File: src/design/aoc_pkg.sv
// Package for the audio output conditioner.
// Widths, register indexes and reset values, and the Q5.23 saturation helper.
// No dependencies.
package aoc_pkg;

    localparam int SAMPLE_W  = 24;   // Q1.23 sample and PCM width
    localparam int COEF_W    = 24;   // unsigned Q1.23 coefficients and trim
    localparam int ACC_W     = 28;   // Q5.23 internal value
    localparam int MUL_A_W   = 30;   // signed operand of the shared multiplier
    localparam int MUL_P_W   = MUL_A_W + COEF_W + 1;
    localparam int Q_FRAC    = 23;
    localparam int MUL_R_W   = MUL_P_W - Q_FRAC;
    localparam int SUM_W     = 33;   // headroom for add-then-saturate
    localparam int DIV_Q_W   = 23;   // quotient is below unity
    localparam int DIV_D_W   = 27;   // divisor is a positive Q5.23 value
    localparam int DIV_CNT_W = 5;
    localparam int CFG_IDX_W = 3;

    localparam logic [DIV_CNT_W-1:0] DIV_LAST = DIV_CNT_W'(DIV_Q_W - 1);

    localparam logic [COEF_W-1:0] Q_ONE    = 24'd8388608;
    localparam logic [COEF_W-1:0] TRIM_MAX = 24'hFFFFFF;

    // register indexes
    localparam logic [CFG_IDX_W-1:0] CFG_DC_ENABLE    = 3'd0;
    localparam logic [CFG_IDX_W-1:0] CFG_HR_ENABLE    = 3'd1;
    localparam logic [CFG_IDX_W-1:0] CFG_DC_POLE      = 3'd2;
    localparam logic [CFG_IDX_W-1:0] CFG_ENV_ATTACK   = 3'd3;
    localparam logic [CFG_IDX_W-1:0] CFG_ENV_RELEASE  = 3'd4;
    localparam logic [CFG_IDX_W-1:0] CFG_TRIM_ATTACK  = 3'd5;
    localparam logic [CFG_IDX_W-1:0] CFG_TRIM_RELEASE = 3'd6;
    localparam logic [CFG_IDX_W-1:0] CFG_CEILING      = 3'd7;

    // reset values
    localparam logic [COEF_W-1:0] RST_DC_POLE      = 24'd8379045;
    localparam logic [COEF_W-1:0] RST_ENV_ATTACK   = 24'd1174405;
    localparam logic [COEF_W-1:0] RST_ENV_RELEASE  = 24'd25166;
    localparam logic [COEF_W-1:0] RST_TRIM_ATTACK  = 24'd1677722;
    localparam logic [COEF_W-1:0] RST_TRIM_RELEASE = 24'd12583;
    localparam logic [COEF_W-1:0] RST_CEILING      = 24'd7717519;

    function automatic logic signed [ACC_W-1:0] sat_acc(input logic signed [SUM_W-1:0] v);
        logic signed [SUM_W-1:0] hi;
        logic signed [SUM_W-1:0] lo;
        hi = SUM_W'(28'sh7FFFFFF);
        lo = SUM_W'(28'sh8000000);
        if (v > hi)
        begin
            return 28'sh7FFFFFF;
        end
        if (v < lo)
        begin
            return 28'sh8000000;
        end
        return v[ACC_W-1:0];
    endfunction

endpackage

File: src/design/aoc_div.sv
// Restoring divider, one quotient bit a cycle: q = floor(dividend * 2^23 / divisor).
// Requires dividend < divisor. Depends on aoc_pkg.
module aoc_div
    import aoc_pkg::*;
(
    input  logic                clk,
    input  logic                rst_n,
    input  logic                start,
    input  logic [COEF_W-1:0]   dividend,
    input  logic [DIV_D_W-1:0]  divisor,
    output logic                done,
    output logic [DIV_Q_W-1:0]  quotient
);

    logic                 run_reg,  run_next;
    logic                 done_reg, done_next;
    logic [DIV_CNT_W-1:0] cnt_reg,  cnt_next;
    logic [DIV_D_W-1:0]   rem_reg,  rem_next;
    logic [DIV_D_W-1:0]   dsr_reg,  dsr_next;
    logic [DIV_Q_W-1:0]   q_reg,    q_next;
    logic [DIV_D_W:0]     rem2;
    logic [DIV_D_W:0]     diff;
    logic                 ge;

    assign rem2 = {rem_reg, 1'b0};
    assign diff = rem2 - {1'b0, dsr_reg};
    assign ge   = rem2 >= {1'b0, dsr_reg};

    always_comb
    begin
        run_next  = run_reg;
        done_next = 1'b0;
        cnt_next  = cnt_reg;
        rem_next  = rem_reg;
        dsr_next  = dsr_reg;
        q_next    = q_reg;
        if (start)
        begin
            run_next = 1'b1;
            cnt_next = '0;
            rem_next = DIV_D_W'(dividend);
            dsr_next = divisor;
            q_next   = '0;
        end
        else if (run_reg)
        begin
            // remainder stays below the divisor, so it fits back
            rem_next = ge ? diff[DIV_D_W-1:0] : rem2[DIV_D_W-1:0];
            q_next   = {q_reg[DIV_Q_W-2:0], ge};
            cnt_next = cnt_reg + 1'b1;
            if (cnt_reg == DIV_LAST)
            begin
                run_next  = 1'b0;
                done_next = 1'b1;
            end
        end
    end

    always_ff @(posedge clk or negedge rst_n)
    begin
        if (!rst_n)
        begin
            run_reg  <= 1'b0;
            done_reg <= 1'b0;
            cnt_reg  <= '0;
        end
        else
        begin
            run_reg  <= run_next;
            done_reg <= done_next;
            cnt_reg  <= cnt_next;
        end
    end

    always_ff @(posedge clk)
    begin
        rem_reg <= rem_next;
        dsr_reg <= dsr_next;
        q_reg   <= q_next;
    end

    assign done     = done_reg;
    assign quotient = q_reg;

endmodule

File: config.mk
export PLATFORM = sky130hd
export DESIGN_NAME = aoc_div
export DESIGN_NICKNAME = d
export VERILOG_FILES = /design/src/design/aoc_pkg.sv /design/src/design/aoc_div.sv
export SDC_FILE = /design/constraint.sdc
export NUM_CORES = 1
export LEC_CHECK = 0
export ABC_CLOCK_PERIOD_IN_PS = 3510
export BUFFER_PORTS_ARGS = -buffer_cell sky130_fd_sc_hd__buf_2
export CORE_MARGIN = 5
export CORE_UTILIZATION = 45
export DETAILED_ROUTE_END_ITERATION = 6
export PLACE_DENSITY = 0.73
export SLEW_MARGIN = 20
export SYNTH_ARGS = -nofsm -noshare
export SYNTH_HDL_FRONTEND = slang
export SYNTH_SLANG_ARGS = --single-unit
File: constraint.sdc
create_clock -name clk -period 3.51 [get_ports clk]
set_input_delay 1.053 -clock clk [delete_from_list [all_inputs] [get_ports clk]]
set_output_delay 1.053 -clock clk [all_outputs]
set_load 0.005 [all_outputs]
* Word-level counts from Yosys, hierarchy flattened
Index checks and enable logic that the tools add are counted.
** Word-level totals
- Bits in latches :: 0
- Bits in read-only memories :: 0
- Memories :: 0
- Register bits after elaboration :: 84
- Logic and storage cells :: 23
- Bits in writable memories :: 0
** Cells by class
- $add $sub $neg :: 2
- $mul :: 0
- Reduce and logical (&&, ||, !) cells :: 1
- Bitwise gates (word level) :: 0
- Mux-type cells :: 11
- Magnitude comparators :: 1
- Divide/modulo/power cells :: 0
- Equal/unequal tests :: 1
- Shifts and indexed selects :: 0
** Operator list (count)
- $mux 24 :: 2
- $ge 28x27->1 :: 1
- $mux 27 :: 1
- $sub 27x27->27 :: 1
- $mux 5 :: 2
- $mux 1 :: 6
- $add 5x1->5 const B :: 1
- $eq 5x5->1 const B :: 1
- $reduce_bool 2->1 :: 1

* Logic depth before layout (Yosys ltp)
- Word-level depth :: 4
- Gate-level depth with buffers :: 12

* Worst setup path after synthesis
No wires, ideal clock.
- Kind :: flip-flop to flip-flop
- From :: reg rem_reg[0]
- To :: reg rem_reg[16], data pin
- Setup slack :: 0.904 ns
- Stages on the path, launching flop included :: 11
- Data required time :: 3.250 ns
- Data arrival time :: 2.346 ns
- Path through :: edfxtp_1 fa_1 a211oi_1 o211ai_2 nand4_2 a31oi_1 nand3b_4 buf_2 nor2_1 a21oi_1 mux2_2
** On the way
- Longest elaborated chain between the ends :: 4
** Ends and longest elaborated chain
- from (decl) :: RTL line aoc_div.sv:18 : logic [DIV_D_W-1:0] rem_reg, rem_next;
- from (signal assigned) :: RTL line aoc_div.sv:77 : rem_reg <= rem_next;
- $sub 27x27->27 / $ge 28x27->1 (equally long branches) :: RTL line aoc_div.sv:26, aoc_div.sv:27
- $mux 27 * :: RTL line aoc_div.sv:48 : rem_next = ge ? diff[DIV_D_W-1:0] : rem2[DIV_D_W-1:0];
- $mux 24 * :: RTL line aoc_div.sv:45 : else if (run_reg)
- $mux 24 * :: RTL line aoc_div.sv:37 : if (start)
- via rem_next[16] :: RTL line aoc_div.sv:18
The timed path passes the listed nets; every way through them passes the cells marked *. The select of a mux whose other input is x is not followed.
A chain may end at the register's enable or synchronous reset.

* Worst setup path after layout
- From :: reg rem_reg[0]
- To :: reg rem_reg[9], data pin
The elaborated chain is that of the path after synthesis.

==> impl_metrics.env <==
export IMPL_status="finished clean"
export IMPL_cp_arrival_ns=3.19
export IMPL_drt_iter0_markers=230
export IMPL_min_period_ns=3.06
export IMPL_fillers=991
export IMPL_drc_errors=0
export IMPL_grt_pass1_vias=3628
export IMPL_power_leakage_uw=0.00262
export IMPL_grt_pass1_wl_um=17100
export IMPL_powerDensity_nw_per_um2=784
export IMPL_final_hold_viol_count=0
export IMPL_routed_wirelength_um=10400
export IMPL_cts_root_buf="clkbuf_8"
export IMPL_cts_sinks=84
export IMPL_yosysTopAreaCellShare_pct=31.2
export IMPL_postCtsSetupRepairBufs=0
export IMPL_num_rows=38
export IMPL_max_cap_violations=0
export IMPL_yosysTopAreaCell="edfxtp_1"
export IMPL_overflow=0
export IMPL_synthTopCellsByArea="edfxtp_1 31%, dfxtp_1 11%, ha_1 7.4%, mux2i_1 5.7%, nor2_1 4.9%"
export IMPL_syn_num_nets=566
export IMPL_cts_max_path_buffers=2
export IMPL_fin_crit_sh_pct=87.2
export IMPL_grt_max_degree=57
export IMPL_cp_required_ns=3.64
export IMPL_synthesis_area_sq_um=4910
export IMPL_dr_pass1_iters=4
export IMPL_place_area_sq_um=5370
export IMPL_nets=638
export IMPL_drive_gt1_share_pct=22.5
export IMPL_grtUsageTotal_pct=16.5
export IMPL_post_cts_resized=0
export IMPL_worstSetupPathType="reg -> reg"
export IMPL_worstSetupEndpointType="flop"
export IMPL_ys_seq_area_share_pct=45.3
export IMPL_htree_levels=3
export IMPL_coreArea_sq_um=10800
export IMPL_io_pins=78
export IMPL_layout_commonest_cell="buf_2"
export IMPL_path_max_fanout=25
export IMPL_ys_warnings_count=0
export IMPL_yosys_register_bits=84
export IMPL_fmax_mhz=327
export IMPL_synthCells=482
export IMPL_antenna_left=0
export IMPL_yosysUniqueCellTypes=70
export IMPL_drv_slew=0
export IMPL_tns_ns=0
export IMPL_async_reset_ff_share_pct=8.33
export IMPL_ys_flop_type="edfxtp_1"
export IMPL_gp_congestion=0.868
export IMPL_fin_skew_ns=0.0128
export IMPL_portBuffers=77
export IMPL_die_w_um=114
export IMPL_avgViaCountPerCell=5.28
export IMPL_n_antenna_cell=0
export IMPL_antenna_found_initial=0
export IMPL_cts_hold_buffers_added=0
export IMPL_startpoint_type="flop"
export IMPL_initial_utilization_pct=45.5
export IMPL_post_synth_cell_area_avg_sq_um=10.2
export IMPL_relSlewSlack_pct=55.6
export IMPL_numCtsBuffers=9
export IMPL_clk_pin_slew_ns=0.09
export IMPL_synth_edf_count=51
export IMPL_setup_viol=0
export IMPL_reg2reg_slack_ns=0.45
export IMPL_hp_class="in -> async"
export IMPL_rsz0062_at_grt="false"
export IMPL_syn2layout_area_growth_pct=13.5
export IMPL_insertion_delay_ns=0.38
export IMPL_worst_ir_drop_vdd_mv=0.298
export IMPL_dp_hpwl_um=7590
export IMPL_design_area_sq_um=5580
export IMPL_die_area_sq_um=13100
export IMPL_final_cell_mix="77 x buf_2, 64 x nor2_1, 51 x edfxtp_1, 40 x a21oi_1, 36 x inv_1"
export IMPL_wl_per_cell_um=14.9
export IMPL_tritoncts="built"
export IMPL_chipHeight_um=114
export IMPL_vias=3694
export IMPL_worst_slew_pin_slew_ns=0.666
metrics by stage:
step | worst slack [ns] | total power (uW) | utilization, % | instances | hold slack [ns]
after CTS | 0.444 | 4380 | 51.7 | 699 | 0.475
after global placement | 0.580 | 3580 | 49.8 | 683 | 0.470
after detailed placement | 0.461 | 3650 | 49.8 | 683 | 0.492
after global routing | 0.184 | 4740 | 51.7 | 699 | 0.467
after floorplan | 0.904 | 3260 | - | 482 | 0.470
final | 0.450 | 4370 | 51.7 | 699 | 0.485
area by class of cell:
cell class                 instances  area (sq um)  share of cell area [%]
timing repair buffer              82           435                    7.81
sequential                        84          2230                    39.9
inverter                          37           139                    2.49
tap                              140           175                    3.14
clock inverter                     6          55.1                   0.987
clock buffer                      10           149                    2.67
multi-input combinational        340          2400                    43.0
routing by layer:
| metal | vias to the layer above | GRT usage, % | wire length (um) |
|---|---|---|---|
| met5 | - | 0 | 0 |
| met4 | 0 | 6.10 | 225 |
| met3 | 17 | 4.76 | 512 |
| met2 | 84 | 27.3 | 5050 |
| met1 | 1714 | 20.3 | 4630 |
| li1 | 1879 | - | - |
path summary, 6_finish.rpt:
kind,start,endpoint,cells past startpoint
max in group asynchronous,rst_n,cnt_reg[0],1
setup / recovery,rem_reg[0],rem_reg[9],10
setup reg to reg,rem_reg[0],rem_reg[9],10
hold / removal,rst_n,run_reg,1
hold reg to reg,quotient[22],quotient[22],2
min in group clk,quotient[22],quotient[22],2
power breakdown:
group / internal, uW / switching, uW / leakage (uW)
registers: 1300 / 120 / 0.000819
clock network: 318 / 400 / 0.000107
logic: 967 / 1270 / 0.00170
Yosys cell counts, types with 2 or more instances:
cell and number:
nor2_1 64, xnor2_1 12, and3_1 7, buf_2 6
dfxtp_1 26, nor3_1 5, buf_6 3, a311oi_1 3
nand2_1 27, o21bai_1 3, dfrtp_1 7, or3_1 2
mux2i_1 28, a21oi_1 40, nor3b_1 2, and2_1 3
inv_1 36, clkbuf_1 7, o211ai_1 3, a311o_1 2
xor2_1 13, and4b_1 2, a31oi_1 6, a211oi_1 3
o31ai_1 3, nor2b_1 5, edfxtp_1 51, clkbuf_8 2
mux2_2 15, a31o_1 2, o21ai_1 10, a21o_1 4
nand4_1 4, ha_1 29, o21ai_0 8, nand3_1 5
worst max-delay path, stage by stage, from the launching register on:
cell and delay [ns]:
edfxtp_1 0.45, fa_1 0.51, a211oi_1 0.39, o211ai_2 0.17, nand4_2 0.17, a31oi_1 0.10, nand3b_4 0.30, buf_4 0.30
nor2_1 0.11, a21oi_1 0.05, mux2_2 0.27
logic make-up after synthesis:
| group | synth area share [%] |
|---|---|
| xor gates and xnor gates | 4.46 |
| muxes | 9.14 |
| AOI/OAI and AO/OA | 13.8 |
| buffers and inverters | 5.88 |
| adders and majority gates | 7.79 |
| DFF | 45.3 |
| and+or+nand+nor | 13.6 |
Power figures use the tool's default switching activity.
